### src/hdl/nrmc_pkg.sv
// Shared types, constants and a helper function of the RMC fix parser.
`default_nettype none
package nrmc_pkg;

  localparam int LINE_MAX_DEF = 82;
  localparam int AGE_W        = 20;
  localparam int CFG_IDX_W    = 8;
  localparam int OUT_W        = 144;

  localparam logic [AGE_W-1:0]     AGE_RESET       = 20'd30000;
  localparam logic [CFG_IDX_W-1:0] REG_FIX_MAX_AGE = 8'd0;
  localparam logic [CFG_IDX_W-1:0] REG_FEED_ON     = 8'd1;

  localparam logic [1:0] GPS_OFF    = 2'd0;
  localparam logic [1:0] GPS_NO_FIX = 2'd1;
  localparam logic [1:0] GPS_FIX    = 2'd2;

  localparam logic [7:0] CH_CR     = 8'h0D;
  localparam logic [7:0] CH_LF     = 8'h0A;
  localparam logic [7:0] CH_DOLLAR = 8'h24;
  localparam logic [7:0] CH_BANG   = 8'h21;
  localparam logic [7:0] CH_STAR   = 8'h2A;
  localparam logic [7:0] CH_COMMA  = 8'h2C;
  localparam logic [7:0] CH_DOT    = 8'h2E;
  localparam logic [7:0] CH_NUL    = 8'h00;
  localparam logic [7:0] CH_A      = 8'h41;
  localparam logic [7:0] CH_R      = 8'h52;
  localparam logic [7:0] CH_M      = 8'h4D;
  localparam logic [7:0] CH_C      = 8'h43;

  typedef enum logic [1:0] {
    KIND_NOP,
    KIND_BYTE,
    KIND_TICK,
    KIND_EOL
  } kind_e;

  typedef struct packed {
    kind_e      kind;
    logic [7:0] data;
  } item_t;

  typedef struct packed {
    logic  valid;
    item_t item;
  } queue_t;

  typedef enum logic [2:0] {
    ST_IDLE,
    ST_RD,
    ST_EX,
    ST_FIN,
    ST_RES
  } back_st_e;

  // Returns {is_hex, value} for one ASCII character.
  function automatic logic [4:0] hex_dec(input logic [7:0] c);
    logic [4:0] r;
    r = 5'd0;
    if (c >= 8'h30 && c <= 8'h39) r = {1'b1, 4'(c - 8'h30)};
    else if (c >= 8'h41 && c <= 8'h46) r = {1'b1, 4'(c - 8'h37)};
    else if (c >= 8'h61 && c <= 8'h66) r = {1'b1, 4'(c - 8'h57)};
    return r;
  endfunction

endpackage
`default_nettype wire

### src/hdl/nrmc_front.sv
// Input side: accepts stream items, classifies them and queues them for the back end.
`default_nettype none
module nrmc_front import nrmc_pkg::*; (
  input  wire logic       clk_i,
  input  wire logic       rst_ni,
  input  wire logic       in_valid_i,
  output logic            in_ready_o,
  input  wire logic       in_mode_i,
  input  wire logic [7:0] in_byte_i,
  output queue_t          q_o,
  input  wire logic       q_pop_i
);

  item_t      slot_q [2];
  logic       wr_q, rd_q;
  logic [1:0] cnt_q;
  item_t      cls;
  logic       push;

  always_comb begin
    cls.data = in_byte_i;
    if (in_mode_i) cls.kind = KIND_TICK;
    else if (in_byte_i == CH_CR) cls.kind = KIND_NOP;
    else if (in_byte_i == CH_LF) cls.kind = KIND_EOL;
    else cls.kind = KIND_BYTE;
  end

  assign in_ready_o = (cnt_q != 2'd2);
  assign push       = in_valid_i && in_ready_o;
  assign q_o.valid  = (cnt_q != 2'd0);
  assign q_o.item   = slot_q[rd_q];

  always_ff @(posedge clk_i) begin
    if (push) slot_q[wr_q] <= cls;
  end

  always_ff @(posedge clk_i or negedge rst_ni) begin
    if (!rst_ni) begin
      wr_q  <= 1'b0;
      rd_q  <= 1'b0;
      cnt_q <= 2'd0;
    end else begin
      if (push) wr_q <= ~wr_q;
      if (q_pop_i) rd_q <= ~rd_q;
      cnt_q <= cnt_q + {1'b0, push} - {1'b0, q_pop_i};
    end
  end

endmodule
`default_nettype wire

### src/hdl/nrmc_back.sv
// Back end: line memory, end-of-line sentence scan, fix state and result register.
`default_nettype none
module nrmc_back import nrmc_pkg::*; #(
  parameter int LINE_MAX = LINE_MAX_DEF
) (
  input  wire logic             clk_i,
  input  wire logic             rst_ni,
  input  wire queue_t           q_i,
  output logic                  q_pop_o,
  input  wire logic [AGE_W-1:0] max_age_i,
  input  wire logic             feed_on_i,
  output logic                  out_valid_o,
  input  wire logic             out_ready_i,
  output logic [OUT_W-1:0]      out_data_o
);

  localparam int AW = $clog2(LINE_MAX);
  localparam int LW = $clog2(LINE_MAX + 1);

  back_st_e state_q, state_d;

  logic [7:0]    line_mem [LINE_MAX];
  logic [7:0]    rdata_q;
  logic [LW-1:0] len_q, p_q;
  logic          ovr_q, fix_q, fwd_q, upd_q;
  logic [AGE_W-1:0] age_q;
  logic [63:0]   lat_q;
  logic [23:0]   deg_q;
  logic [47:0]   tail_q;

  // scan state
  logic [7:0] b0_q, x_q, sum_q, hi_q, lo_q;
  logic       rmc_ok_q, star_q;
  logic [1:0] stg_q;
  logic [2:0] f_q;
  logic [3:0] cnt_q;
  logic       ovf_q, fdone_q;
  logic       st_ok_q, lat_ok_q, ns_ok_q, lon_ok_q, ew_ok_q;
  logic [7:0] st_c_q, ns_c_q, ew_c_q;
  logic [7:0] lat_c_q [7];
  logic [7:0] lon_c_q [8];

  logic       out_vld_q;
  logic [OUT_W-1:0] out_q;

  logic [7:0] c;
  logic       at_end, delim, load;
  logic [3:0] maxlen;
  logic [4:0] hx_hi, hx_lo;
  logic       accepted, ck_ok, is_rmc, pos_ok, valid_now;
  logic [1:0] status_now;

  assign at_end = (p_q == len_q);
  assign c      = at_end ? CH_NUL : rdata_q;
  assign delim  = (c == CH_COMMA) || (c == CH_STAR) || (c == CH_NUL);
  assign maxlen = (f_q == 3'd3 || f_q == 3'd5) ? 4'd15 : 4'd3;
  assign load   = !out_vld_q || out_ready_i;

  assign hx_hi    = hex_dec(hi_q);
  assign hx_lo    = hex_dec(lo_q);
  assign accepted = !ovr_q && (len_q >= LW'(6)) && (b0_q == CH_DOLLAR || b0_q == CH_BANG);
  assign ck_ok    = star_q && hx_hi[4] && hx_lo[4] && ({hx_hi[3:0], hx_lo[3:0]} == sum_q);
  assign is_rmc   = accepted && (len_q >= LW'(7)) && (b0_q == CH_DOLLAR) && rmc_ok_q && ck_ok;
  assign pos_ok   = lat_ok_q && ns_ok_q && lon_ok_q && ew_ok_q;

  assign valid_now  = fix_q && (age_q < max_age_i);
  assign status_now = valid_now ? GPS_FIX : (feed_on_i ? GPS_NO_FIX : GPS_OFF);

  assign out_valid_o = out_vld_q;
  assign out_data_o  = out_q;

  always_comb begin
    state_d = state_q;
    q_pop_o = 1'b0;
    unique case (state_q)
      ST_IDLE: begin
        if (q_i.valid) begin
          q_pop_o = 1'b1;
          state_d = (q_i.item.kind == KIND_EOL) ? ST_RD : ST_RES;
        end
      end
      ST_RD:  state_d = ST_EX;
      ST_EX:  state_d = at_end ? ST_FIN : ST_RD;
      ST_FIN: state_d = ST_RES;
      ST_RES: if (load) state_d = ST_IDLE;
      default: state_d = ST_IDLE;
    endcase
  end

  always_ff @(posedge clk_i or negedge rst_ni) begin
    if (!rst_ni) state_q <= ST_IDLE;
    else state_q <= state_d;
  end

  // Line memory: one write port, one registered read port.
  always_ff @(posedge clk_i) begin
    if (state_q == ST_IDLE && q_i.valid && q_i.item.kind == KIND_BYTE &&
        len_q < LW'(LINE_MAX))
      line_mem[len_q[AW-1:0]] <= q_i.item.data;
    if (state_q == ST_RD && !at_end) rdata_q <= line_mem[p_q[AW-1:0]];
  end

  // Scan datapath; cleared while the back end is idle.
  always_ff @(posedge clk_i) begin
    if (state_q == ST_IDLE) begin
      p_q <= '0; x_q <= 8'd0; star_q <= 1'b0; stg_q <= 2'd0;
      f_q <= 3'd0; cnt_q <= 4'd0; ovf_q <= 1'b0; fdone_q <= 1'b0;
      st_ok_q <= 1'b0; lat_ok_q <= 1'b0; ns_ok_q <= 1'b0;
      lon_ok_q <= 1'b0; ew_ok_q <= 1'b0; rmc_ok_q <= 1'b1;
    end else if (state_q == ST_EX) begin
      p_q <= p_q + LW'(1);
      if (p_q == LW'(0)) b0_q <= c;
      if ((p_q == LW'(3) && c != CH_R) || (p_q == LW'(4) && c != CH_M) ||
          (p_q == LW'(5) && c != CH_C))
        rmc_ok_q <= 1'b0;
      // Checksum: the last star wins, so each star restarts the capture.
      if (p_q != LW'(0)) begin
        x_q <= x_q ^ c;
        if (c == CH_STAR) begin
          star_q <= 1'b1; sum_q <= x_q; stg_q <= 2'd1; hi_q <= 8'd0; lo_q <= 8'd0;
        end else if (stg_q == 2'd1) begin
          hi_q <= c; stg_q <= 2'd2;
        end else if (stg_q == 2'd2) begin
          lo_q <= c; stg_q <= 2'd3;
        end
      end
      // Field scan stops at the first star or NUL.
      if (!fdone_q) begin
        if (delim) begin
          case (f_q)
            3'd2: st_ok_q  <= !ovf_q && cnt_q != 4'd0 && st_c_q == CH_A;
            3'd3: lat_ok_q <= !ovf_q && cnt_q >= 4'd7 && lat_c_q[4] == CH_DOT;
            3'd4: ns_ok_q  <= !ovf_q && cnt_q == 4'd1;
            3'd5: lon_ok_q <= !ovf_q && cnt_q >= 4'd8 && lon_c_q[5] == CH_DOT;
            3'd6: ew_ok_q  <= !ovf_q && cnt_q == 4'd1;
            default: ;
          endcase
          if (c == CH_COMMA) begin
            if (f_q != 3'd7) f_q <= f_q + 3'd1;
            cnt_q <= 4'd0;
            ovf_q <= 1'b0;
          end else begin
            fdone_q <= 1'b1;
          end
        end else if (!ovf_q) begin
          if (cnt_q >= maxlen) begin
            ovf_q <= 1'b1;
          end else begin
            cnt_q <= cnt_q + 4'd1;
            if (f_q == 3'd2 && cnt_q == 4'd0) st_c_q <= c;
            if (f_q == 3'd3 && cnt_q < 4'd7) lat_c_q[cnt_q[2:0]] <= c;
            if (f_q == 3'd4 && cnt_q == 4'd0) ns_c_q <= c;
            if (f_q == 3'd5 && cnt_q < 4'd8) lon_c_q[cnt_q[2:0]] <= c;
            if (f_q == 3'd6 && cnt_q == 4'd0) ew_c_q <= c;
          end
        end
      end
    end
  end

  always_ff @(posedge clk_i or negedge rst_ni) begin
    if (!rst_ni) begin
      len_q  <= '0;
      ovr_q  <= 1'b0;
      fix_q  <= 1'b0;
      age_q  <= '0;
      lat_q  <= 64'd0;
      deg_q  <= 24'd0;
      tail_q <= 48'd0;
      fwd_q  <= 1'b0;
      upd_q  <= 1'b0;
      out_vld_q <= 1'b0;
    end else begin
      if (state_q == ST_RES && load) out_vld_q <= 1'b1;
      else if (out_ready_i) out_vld_q <= 1'b0;
      case (state_q)
        ST_IDLE: begin
          if (q_i.valid) begin
            fwd_q <= 1'b0;
            upd_q <= 1'b0;
            case (q_i.item.kind)
              KIND_TICK: if (age_q != '1) age_q <= age_q + AGE_W'(1);
              KIND_BYTE: begin
                if (len_q < LW'(LINE_MAX)) len_q <= len_q + LW'(1);
                else ovr_q <= 1'b1;
              end
              default: ;
            endcase
          end
        end
        ST_FIN: begin
          fwd_q <= accepted && feed_on_i;
          if (is_rmc) begin
            if (!st_ok_q) begin
              fix_q <= 1'b0;
            end else if (pos_ok) begin
              lat_q  <= {lat_c_q[0], lat_c_q[1], lat_c_q[2], lat_c_q[3],
                         lat_c_q[4], lat_c_q[5], lat_c_q[6], ns_c_q};
              deg_q  <= {lon_c_q[0], lon_c_q[1], lon_c_q[2]};
              tail_q <= {lon_c_q[3], lon_c_q[4], lon_c_q[5], lon_c_q[6],
                         lon_c_q[7], ew_c_q};
              fix_q  <= 1'b1;
              age_q  <= '0;
              upd_q  <= 1'b1;
            end
          end
          len_q <= '0;
          ovr_q <= 1'b0;
        end
        default: ;
      endcase
    end
  end

  always_ff @(posedge clk_i) begin
    if (state_q == ST_RES && load) begin
      out_q <= {3'b000, upd_q, fwd_q,
                valid_now ? tail_q : 48'd0,
                valid_now ? deg_q  : 24'd0,
                valid_now ? lat_q  : 64'd0,
                status_now, valid_now};
    end
  end

endmodule
`default_nettype wire

### src/hdl/nmea_rmc_fix_parser.sv
// Top level of the NMEA 0183 RMC fix parser: configuration registers, front and back ends.
//
// The block takes serial characters or one-millisecond ticks on the input stream and returns
// exactly one result transfer per input transfer. Characters build a line (CR ignored, LF ends
// it); on LF the stored line is walked once from its first byte, checking the '$' or '!' start,
// the RMC tag, the XOR checksum and the status, latitude and longitude fields, and a good RMC
// sentence stores a new APRS-style fix. A tick or a plain character goes from the queue through
// the result state to the result register; for a line end the line memory is read one byte at
// a time, a read state then a scan state per byte. A two-entry front queue accepts until full
// while the back end scans; the result register holds one result while the back end goes on.
// The user must write configuration only while the block is idle; the block does not check.
`default_nettype none
module nmea_rmc_fix_parser import nrmc_pkg::*; #(
  parameter int LINE_MAX = LINE_MAX_DEF
) (
  input  wire logic                 clk_i,
  input  wire logic                 rst_ni,
  input  wire logic                 s_axis_tvalid_i,
  output logic                      s_axis_tready_o,
  input  wire logic [7:0]           s_axis_tdata_i,  // [7:0] rx_byte
  input  wire logic [0:0]           s_axis_tuser_i,  // [0] mode: 0 byte, 1 tick
  output logic                      m_axis_tvalid_o,
  input  wire logic                 m_axis_tready_i,
  // [0] fix_valid, [2:1] gps_status, [66:3] lat_text, [90:67] lon_deg_text,
  // [138:91] lon_tail_text, [139] line_forward, [140] fix_updated, [143:141] zero
  output logic [OUT_W-1:0]          m_axis_tdata_o,
  input  wire logic                 cfg_valid_i,
  output logic                      cfg_ready_o,
  input  wire logic [CFG_IDX_W-1:0] cfg_index_i,
  input  wire logic [AGE_W-1:0]     cfg_data_i
);

  logic [AGE_W-1:0] max_age_q;
  logic             feed_on_q;
  queue_t           q;
  logic             q_pop;

  // Writes are always taken; an unknown index is dropped.
  assign cfg_ready_o = 1'b1;

  always_ff @(posedge clk_i or negedge rst_ni) begin
    if (!rst_ni) begin
      max_age_q <= AGE_RESET;
      feed_on_q <= 1'b0;
    end else if (cfg_valid_i) begin
      unique case (cfg_index_i)
        REG_FIX_MAX_AGE: max_age_q <= cfg_data_i;
        REG_FEED_ON:     feed_on_q <= cfg_data_i[0];
        default: ;
      endcase
    end
  end

  nrmc_front u_front (
    .clk_i      (clk_i),
    .rst_ni     (rst_ni),
    .in_valid_i (s_axis_tvalid_i),
    .in_ready_o (s_axis_tready_o),
    .in_mode_i  (s_axis_tuser_i[0]),
    .in_byte_i  (s_axis_tdata_i),
    .q_o        (q),
    .q_pop_i    (q_pop)
  );

  nrmc_back #(.LINE_MAX(LINE_MAX)) u_back (
    .clk_i       (clk_i),
    .rst_ni      (rst_ni),
    .q_i         (q),
    .q_pop_o     (q_pop),
    .max_age_i   (max_age_q),
    .feed_on_i   (feed_on_q),
    .out_valid_o (m_axis_tvalid_o),
    .out_ready_i (m_axis_tready_i),
    .out_data_o  (m_axis_tdata_o)
  );

endmodule
`default_nettype wire

### config.mk
export PLATFORM = sky130hd
export DESIGN_NAME = nmea_rmc_fix_parser
export DESIGN_NICKNAME = d
export VERILOG_FILES = /design/src/hdl/nrmc_pkg.sv /design/src/hdl/nrmc_front.sv /design/src/hdl/nrmc_back.sv /design/src/hdl/nmea_rmc_fix_parser.sv
export SDC_FILE = /design/constraint.sdc
export NUM_CORES = 1
export LEC_CHECK = 0
export ABC_CLOCK_PERIOD_IN_PS = 18000
export BUFFER_PORTS_ARGS = -buffer_cell sky130_fd_sc_hd__buf_2
export CORE_UTILIZATION = 25
export CTS_BUF_LIST = sky130_fd_sc_hd__clkbuf_16
export CTS_CLUSTER_SIZE = 40
export DETAILED_ROUTE_END_ITERATION = 8
export GPL_ROUTABILITY_DRIVEN = 0
export PLACE_DENSITY = 0.44
export SYNTH_ARGS = -nofsm -noshare
export SYNTH_HDL_FRONTEND = slang
export SYNTH_SLANG_ARGS = --single-unit
### constraint.sdc
create_clock -name clk_i -period 18 [get_ports clk_i]
set_input_delay 2.7 -clock clk_i [delete_from_list [all_inputs] [get_ports clk_i]]
set_output_delay 2.7 -clock clk_i [all_outputs]
set_load 0.1 [all_outputs]
Word-level counts from Yosys, hierarchy flattened --
Memory sizes are Yosys's and may differ from the RTL's. A register that Yosys moved wholly into a read port is not among the register bits. Cells that the tools add are included.
Storage, ports and cells: bits in registers 402, memory bits (writable) 796, bits of input ports 42, output and inout bits 147, logic and storage cells 323, memories 4
Memory list:
- u_back.line_mem | depth 82, width 8, rd ports 1, clocked after Yosys merged registers in 1, write ports 1, RTL line nrmc_back.sv:22 | logic [7:0] line_mem [LINE_MAX];
- u_back.lon_c_q | depth 8, width 8, rd ports 8, clocked after Yosys merged registers in 7, write ports 1, RTL line nrmc_back.sv:41 | logic [7:0] lon_c_q [8];
- u_back.lat_c_q | depth 7, width 8, rd ports 7, clocked after Yosys merged registers in 6, write ports 1, RTL line nrmc_back.sv:40 | logic [7:0] lat_c_q [7];
- u_front.slot_q | depth 2, width 10, rd ports 1, clocked after Yosys merged registers in 0, write ports 1, RTL line nrmc_front.sv:14 | item_t slot_q [2];
Operators by class: add/sub/neg operators 13, magnitude comparators 21, equal/unequal tests 51, muxes and demuxes 80, bitwise gates (word level) 8, reductions and logical operators 107
Operators by type and width (number):
- $mux 20 | 6
- $eq 8x6->1 const B | 6
- $logic_and 1x1->1 | 41
- $mux 1 | 40
- $pmux 20 s2 | 1
- $reduce_and 4->1 | 10
- $ge 8x7->1 const B | 4
- $le 8x7->1 const B | 4
- $mux 8 | 4
- $mux 5 | 6
- $reduce_and 7->1 | 4
- $ne 8x7->1 const B | 3
- $mux 7 | 3
- $add 20x1->20 const B | 1
- $lt 20x20->1 | 1
- $mux 4 | 5
- $ne 20x20->1 const B | 1
- $reduce_and 5->1 | 4
- $ne 2x2->1 const B | 9
- $logic_not 1->1 | 17
- $eq 8x4->1 const B | 2
- $ge 8x6->1 const B | 2
- $le 8x6->1 const B | 2
- $logic_not 8->1 | 2
- other kinds (45) | 102

Logic depth before layout (Yosys ltp) --
Gate-level depths: netlist of the first run.
word-level depth 11, depth in mapped cells 11, gate-level depth less buffers 10

By module --
From an unflattened synthesis of the first run, not the netlist that was laid out.
Second synthesis, totals: cell total of the unflattened synthesis 2607, area total of the unflattened synthesis 48103.6 µm²
By module, submodules not included:
- nrmc_back | instances 1, cells an instance 2501, area each 46226.8 µm², seq. area each 34398.0 µm²
- nrmc_front | instances 1, cells an instance 55, area each 950.9 µm², seq. area each 700.7 µm²
- nmea_rmc_fix_parser | instances 1, cells an instance 51, area each 925.9 µm², seq. area each 534.3 µm²

Worst setup path after synthesis of the first run --
Ideal clock, no wire load.
path kind in2reg, start point input port m_axis_tready_i, end point register u_back.out_q[0] (netlist: u_back.out_data_o[0]), enable pin, setup time 0.688 ns, data arrival time 9.562 ns, data required time 17.312 ns, path slack 7.750 ns, stages on the path 2, buffers on the path 0, cells stage by stage inv_1 > a21oi_1
On the way: longest elaborated chain between the ends 2
Ends and longest elaborated chain:
- start, declared | RTL line nmea_rmc_fix_parser.sv:23 | input wire logic m_axis_tready_i,
- $logic_or 1x1->1 | RTL line nrmc_back.sv:57 | assign load = !out_vld_q || out_ready_i;
- $logic_and 1x1->1 | RTL line nrmc_back.sv:216 | if (state_q == ST_RES && load) begin
- end signal, assigned | RTL line nrmc_back.sv:217 | out_q <= {3'b000, upd_q, fwd_q,
- end, declared | RTL line nrmc_back.sv:44 | logic [OUT_W-1:0] out_q;
Every way passes these cells. A chain may end at the register's enable or synchronous reset.

Worst setup path after layout of the first run --
start point register u_back.hi_q[3], end point register u_back.lat_q[0]
On the way: longest elaborated chain between the ends 10, elaborated cells between the ends (all ways) 21, those cells by class 3 x add/sub; 6 x order compare; 1 x eq/ne; 3 x mux; 8 x reduce/logical
Ends and longest elaborated chain:
- start, declared | RTL line nrmc_back.sv:32 | logic [7:0] b0_q, x_q, sum_q, hi_q, lo_q;
- start signal, assigned | RTL line nrmc_back.sv:120 | star_q <= 1'b1; sum_q <= x_q; stg_q <= 2'd1; hi_q <= 8'd0; lo_q <= 8'd0;
- start signal, assigned | RTL line nrmc_back.sv:122 | hi_q <= c; stg_q <= 2'd2;
- $ge 8x7->1 / $le 8x7->1 (equally long branches) | RTL line nrmc_pkg.sv:62 | else if (c >= 8'h61 && c <= 8'h66) r = {1'b1, 4'(c - 8'h57)};
- $logic_and 1x1->1 | RTL line nrmc_pkg.sv:62
- $mux 5 | RTL line nrmc_pkg.sv:62
- $mux 5 | RTL line nrmc_pkg.sv:61 | else if (c >= 8'h41 && c <= 8'h46) r = {1'b1, 4'(c - 8'h37)};
- $mux 5 (*) | RTL line nrmc_pkg.sv:60 | if (c >= 8'h30 && c <= 8'h39) r = {1'b1, 4'(c - 8'h30)};
- parallel branches: the longest is 2 deep, another holds $eq 8x8->1
- $logic_and 1x1->1 (*) | RTL line nrmc_back.sv:62 | assign ck_ok = star_q && hx_hi[4] && hx_lo[4] && ({hx_hi[3:0], hx_lo[3:0]} == sum_q);
- $logic_and 1x1->1 (*) | RTL line nrmc_back.sv:63 | assign is_rmc = accepted && (len_q >= LW'(7)) && (b0_q == CH_DOLLAR) && rmc_ok_q && ck_ok;
- $reduce_and 4->1 (no source line) (*)
- end signal, assigned | RTL line nrmc_back.sv:197 | lat_q <= {lat_c_q[0], lat_c_q[1], lat_c_q[2], lat_c_q[3],
- end, declared | RTL line nrmc_back.sv:27 | logic [63:0] lat_q;
Mark *: on every way between the ends.

==> impl_metrics.env, run 1 <==
export IMPL_drive_gt1_frac=0.271
export IMPL_timing_rr_start="u_back.hi_q[3]"
export IMPL_r2r_end="u_back.lat_q[0]"
export IMPL_htreeDepth=4
export IMPL_first_iter_violations=1665
export IMPL_cellPowerDensity_nw_per_um2=142
export IMPL_worstPathCellList="or4b_4 -> a311oi_2 -> o2111ai_1 -> a2111oi_2 -> nand4b_2 -> nor3_4 -> buf_4 -> buf_4 -> buf_4 -> mux2_2"
export IMPL_root_buffer="clkbuf_16"
export IMPL_status="completed"
export IMPL_yosys_area_share_simple=0.0639
export IMPL_core_area_um2=193000
export IMPL_synthFlopType="edfxtp_1"
export IMPL_cts_hold_buf=0
export IMPL_clock_sinks=1230
export IMPL_die_y_um=444
export IMPL_grt_overflow_total=0
export IMPL_fmax_mhz=175
export IMPL_fill_cells=19000
export IMPL_vias_per_cell=4.30
export IMPL_r2r_slack_ns=12.28
export IMPL_setup_slack_ns=12.28
export IMPL_cts_resized=0
export IMPL_finalCritPeriodShare=0.318
export IMPL_synth_area_per_cell_um2=18.3
export IMPL_synth_mux_area_fraction=0.141
export IMPL_post_cts_buffers=0
export IMPL_post_route_util=0.295
export IMPL_setup_tns_final_ns=0
export IMPL_synthesis_area_um2=48800
export IMPL_clkTransAtPathRegs_ns=0.06
export IMPL_peakVddDrop_mv=0.0887
export IMPL_fin_crit_ns=5.72
export IMPL_holdCritPathClass="reg -> reg"
export IMPL_worst_pin_slew_ns=1.24
export IMPL_synth_cell_types=79
export IMPL_cts_tree="yes"
export IMPL_crit_arrival_ns=6.37
export IMPL_grt_use_total=0.119
export IMPL_via_count=23900
export IMPL_synth_xor_area_frac=0.00628
export IMPL_grt_antenna_before_repair=3
export IMPL_slew_viol_final=0
export IMPL_max_slew_margin=0.170
export IMPL_clock_skew_ns=0.0325
export IMPL_critPathKind="reg -> reg"
export IMPL_syn_to_final_growth_pct=17.0
export IMPL_grt_pass1_vias=24900
export IMPL_cts_buffers_inserted=143
export IMPL_synth_compound_area_share=0.0270
export IMPL_start_util=0.253
export IMPL_first_pass_iters=5
export IMPL_synthAdderAreaFrac=0.0118
export IMPL_final_nets=2992
export IMPL_hold_violations=0
export IMPL_ys_ff_latch=1230
export IMPL_multi_input_area_um2=12300
export IMPL_maxCapViolations=0
export IMPL_die_x_um=444
export IMPL_drc=0
export IMPL_io_pins=189
export IMPL_rsz0062_at_grt="no"
export IMPL_dpl_hpwl_um=70200
export IMPL_synth_edf_count=1001
export IMPL_grt_max_degree=132
export IMPL_ys_seq_area_frac=0.730
export IMPL_place_ws_ns=12.19
export IMPL_drtAntennaViolNets=0
export IMPL_critPathMaxStageDelay_ns=0.79
export IMPL_synth_top_family_by_area="multiplexers"
export IMPL_startpoint="u_back.hi_q[3]"
export IMPL_crit_path_end="u_back.lat_q[0]"
export IMPL_clock_latency_ns=0.78
export IMPL_syn_inst=2666
export IMPL_grt_pass1_wl_um=173000
export IMPL_power_uw=8130
export IMPL_critPathLaunchType="flop"
export IMPL_power_leakage_uw=0.0196
export IMPL_portBuffers=184
export IMPL_register_area_um2=35600
export IMPL_cts_buffer_depth=3
export IMPL_yosysWarnings=0
export IMPL_crit_path_frequent_cell="buf_4"
export IMPL_num_rows=161
export IMPL_critPathMaxFanout=47
export IMPL_cpMaxStageDelayCell="buf_4"
export IMPL_r2r_cells=10
export IMPL_avgRoutedWirePerCell_um=21.1
export IMPL_crit_required_ns=18.64
export IMPL_synth_async_reset_ratio=0.159
export IMPL_finalSetupViolations=0
export IMPL_wirelength_um=117000
export IMPL_endpoint_kind="flop"
export IMPL_fp_dieArea_um2=197000
==> metal layers <==
layer	share of wire	vias to the layer above	global-route usage
met4	0.022	0	0.0349
met5	0	-	0
met1	0.47	12300	0.163
met3	0.044	179	0.0251
li1	-	10900	-
met2	0.47	500	0.189
==> area by class of cell <==
class / count / share of cell area
Sequential cell: 1230 / 0.625
Multi-Input combinational cell: 1255 / 0.215
Clock buffer: 149 / 0.0653
Tap cell: 2526 / 0.0554
Timing Repair Buffer: 220 / 0.0215
Clock inverter: 116 / 0.0145
Inverter: 54 / 0.00355
Antenna cell: 2 / 0.0000877
==> layout by cell type, fill, tap and decap left out, drive strengths merged, types with 57 or more instances in the layout <==
cell and instances:
inv 91, dfrtp 189, o21ai 57, clkinv 67, buf 220, nand2 131, clkbuf 149, nor2 178
mux4 208, mux2 146, edfxtp 1001, and2 155
==> stage by stage <==
step           cell area, um^2  cells  hold WS (ns)
2_1_floorplan            48800   2668         0.417
3_3_place_gp             52500   5285         0.430
3_5_place_dp             52500   5285         0.438
4_1_cts                  57100   5550         0.435
5_1_grt                  57100   5551         0.452
6_report                 57100   5552         0.437
==> worst min-delay path by stage <==
stage                              from                     end  slack (ns)  cells past startpoint
after floorplan            u_back.fwd_q  u_back.out_data_o[139]        0.42                      0
after global placement    u_back.star_q           u_back.star_q        0.43                      1
after detailed placement  u_back.star_q           u_back.star_q        0.44                      1
after CTS                 u_back.x_q[0]         u_back.sum_q[0]        0.43                      0
after global routing      u_back.x_q[0]         u_back.sum_q[0]        0.45                      0
final                     u_back.x_q[0]         u_back.sum_q[0]        0.44                      0
==> sequential cells by signal (all words and copies together), names as in the netlist, 8 cells and up <==
register	flops
max_age_q	20
u_back.age_q	20
u_back.b0_q	8
u_back.deg_q	24
u_back.ew_c_q	8
u_back.hi_q	8
u_back.lat_c_q	56
u_back.lat_q	64
u_back.line_mem	656
u_back.lo_q	8
u_back.lon_c_q	64
u_back.ns_c_q	8
u_back.out_data_o	141
u_back.rdata_q	8
u_back.st_c_q	8
u_back.sum_q	8
u_back.tail_q	48
u_back.x_q	8
u_front.slot_q	20
==> Yosys cell counts, types with 5 or more instances <==
cell type  number  area [um^2]
nor4_1          5         31.3
ha_1           46          576
or2_2           7         43.8
or3_1           8         50.1
a21oi_1        29          145
dfrtp_1       189         4730
edfxtp_1     1001        30100
o21ai_0        50          250
o31ai_1         6         45.0
nor4b_1         5         43.8
buf_12         14          280
nor3_1         19         95.1
nand4_1        17          106
or4_1           6         45.0
o211ai_1        9         67.6
a21o_1         11         82.6
mux2_2         17          191
nand3b_1        5         37.5
and3_1         22          138
a31oi_1         6         37.5
nand2b_1        5         31.3
xor2_1         17          149
o2111ai_1       5         43.8
buf_1          22         82.6
nand2_1       131          492
mux2_4        129         1940
nor2b_1         9         56.3
xnor2_1        18          158
nor2_1        177          664
o21ai_1         7         35.0
and2_1        155          970
o21a_1         11         82.6
a221oi_1       16          140
dfxtp_1        33          661
mux4_2        208         4680
buf_2           5         25.0
o22ai_1         5         31.3
a211oi_1        5         37.5
a211o_1         6         52.6
inv_1          54          203
nand3_1        22          110
clkbuf_1       83          312
dfstp_2         7          184
mux2i_1         8         80.1
==> worst max-delay path: cells and delay by family, from the launching register on <==
kind	cells	cell delay, ns
AND/OR/NAND/NOR	3	1.39
multiplexers	1	0.40
flip-flops	1	0.50
AO/OA/AOI/OAI	3	0.90
buffers and inverters	3	2.29
==> kinds of logic after synthesis <==
family,Yosys count
muxes,362
adders and majority gates,46
and+or+nand+nor,614
DFF,1230
buffers and inverters,183
xor gates and xnor gates,35
AOI/OAI and AO/OA,194
other,2
==> where the power goes <==
group          switching, uW  leakage (uW)  internal [uW]
clock                   1190       0.00236           1620
combinational           1400       0.00519            299
sequential              97.4        0.0120           3520
Note: power is estimated with default switching activity, not from simulation.
==> run 2: changes to the inputs <==
- ABC_CLOCK_PERIOD_IN_PS: 18000 -> 4900
- PLACE_DENSITY: 0.44 -> 0.45
- clock period: 18 -> 4.9 ns (I/O delays scaled with it)
==> impl_metrics.env, run 2 (synthesis gave the netlist of run 1 again) <==
export IMPL_io_pins=189
export IMPL_r2r_slack_ns=1.26
export IMPL_wirelength_um=116000
export IMPL_grt_overflow_total=0
export IMPL_dpl_hpwl_um=73100
export IMPL_grt_util_met1=0.158
export IMPL_critical_path_buf_inv_count=0
export IMPL_die_x_um=444
export IMPL_grt_pass1_vias=25400
export IMPL_whs_path_depth=1
export IMPL_drc=0
export IMPL_cts_resized=0
export IMPL_r2r_cells=6
export IMPL_cts_buffer_depth=3
export IMPL_slew_viol_final=0
export IMPL_syn_to_final_growth_pct=18.2
export IMPL_grt_util_met2=0.193
export IMPL_maxCapViolations=0
export IMPL_setup_tns_final_ns=0
export IMPL_worst_pin_slew_ns=1.07
export IMPL_first_iter_violations=1560
export IMPL_max_slew_margin=0.289
export IMPL_endpoint_kind="flop"
export IMPL_r2r_end="u_back.line_mem[64][0]"
export IMPL_cpMaxStageDelayCell="nor2_1"
export IMPL_fmax_mhz=275
export IMPL_fin_crit_ns=3.64
export IMPL_setup_slack_ns=1.26
export IMPL_critPathMaxFanout=11
export IMPL_die_y_um=444
export IMPL_largest_register_ffs=656
export IMPL_finalCritPeriodShare=0.743
export IMPL_place_ws_ns=1.26
export IMPL_critPathMaxStageDelay_ns=0.88
export IMPL_clock_latency_ns=0.77
export IMPL_grt_antenna_before_repair=1
export IMPL_rsz0062_at_grt="no"
export IMPL_final_nets=3083
export IMPL_grt_use_met3=0.0232
export IMPL_crit_arrival_ns=4.01
export IMPL_core_area_um2=193000
export IMPL_avgRoutedWirePerCell_um=20.5
export IMPL_crit_required_ns=5.27
export IMPL_first_pass_iters=6
export IMPL_grt_busiest_layer="met2"
export IMPL_vias_per_cell=4.27
export IMPL_root_buffer="clkbuf_16"
export IMPL_worstPathCellList="o31a_1 -> o21ai_0 -> and3_1 -> nor2b_1 -> nand2_1 -> nor2_1"
export IMPL_grt_pass1_wl_um=173000
export IMPL_drtAntennaViolNets=0
export IMPL_finalSetupViolations=0
export IMPL_drive_gt1_frac=0.289
export IMPL_hold_start="s_axis_tdata_i[3]"
export IMPL_cellPowerDensity_nw_per_um2=513
export IMPL_crit_family="simple AND/OR/NAND/NOR gates"
export IMPL_grt_use_total=0.118
export IMPL_cts_buffers_inserted=137
export IMPL_clock_sinks=1230
export IMPL_final_common_cell="edfxtp_1"
export IMPL_clock_skew_ns=0.0499
export IMPL_hold_end="u_front.slot_q[0][3]"
export IMPL_peakVddDrop_mv=0.367
export IMPL_htreeDepth=4
export IMPL_critPathKind="reg -> reg"
export IMPL_portBuffers=184
export IMPL_hold_violations=0
export IMPL_cts_tree="yes"
export IMPL_num_rows=161
export IMPL_via_count=24100
export IMPL_mostFrequentLayoutCells="1001 x edfxtp_1, 208 x mux4_2, 189 x dfrtp_1"
export IMPL_start_util=0.253
export IMPL_timing_rr_start="u_back.len_q[3]"
export IMPL_power_leakage_uw=0.0200
export IMPL_status="completed"
export IMPL_clkTransAtPathRegs_ns=0.06
export IMPL_grt_max_degree=84
export IMPL_fp_dieArea_um2=197000
export IMPL_critPathLaunchType="flop"
export IMPL_holdCritPathClass="in -> reg"
## run 2: cell count changes in the layout (fill, tap and decap cells not counted), sizes merged
cell	before	now
inv	91	96
clkinv	67	58
dlygate4sd3	0	1
buf	220	316
clkbuf	149	137
## run 2: worst register-to-register path, stage by stage, from the launching register on
cell and delay (ns):
dfrtp_1 0.50, o31a_1 0.32, o21ai_0 0.26, and3_1 0.35, nor2b_1 0.28, nand2_1 0.63
nor2_1 0.88
## run 2: cell type report
type,instances,area [um^2]
Clock buffer,137,3430
Fill cell,18900,135000
Clock inverter,112,930
Inverter,54,203
Timing Repair Buffer,317,2060
Tap cell,2526,3160
Sequential cell,1230,35600
Antenna cell,2,5.00
Multi-Input combinational cell,1255,12300
## run 2: per-layer routing
layer	part of all wire	wire, um	up-vias
li1	-	-	11000
met1	0.46	52600	12400
met2	0.48	55500	493
met3	0.043	4940	182
met4	0.022	2500	0
met5	0	0	-
## run 2: how the worst max path moves through the flow
stage	start	to	slack, ns	cells after the start
floorplan	u_back.out_valid_o	u_back.out_data_o[0]	1.15	1
global placement	u_back.f_q[2]	u_back.lat_c_q[2][5]	1.26	10
detailed placement	u_back.state_q[1]	u_back.line_mem[30][2]	1.26	9
CTS	u_back.state_q[1]	u_back.line_mem[30][0]	1.23	9
global route	u_back.len_q[4]	u_back.tail_q[33]	0.98	9
finish	u_back.len_q[3]	u_back.line_mem[64][0]	1.26	6
## run 2: repair_timing
action,CTS,global route
hold buffers,1,0
endpoints found under the hold margin,56,0
setup buffers,0,0
## run 2: report_power, final
group	switching, uW	internal (uW)	total [uW]
registers	333	12900	13300
clock network	4350	5580	9930
logic	5200	1200	6400
total	9890	19700	29600
## run 2: per-stage QoR
step | utilization | total power (uW) | hold slack, ns | cells | instance area, um^2
3_3_place_gp | 0.276 | 20000 | 0.428 | 5381 | 53300
5_1_grt | 0.299 | 30800 | 0.122 | 5632 | 57700
2_1_floorplan | - | 17900 | 0.417 | 2668 | 48800
4_1_cts | 0.299 | 30100 | 0.0981 | 5631 | 57700
6_report | 0.299 | 29600 | 0.174 | 5633 | 57700
3_5_place_dp | 0.276 | 20100 | 0.439 | 5381 | 53300
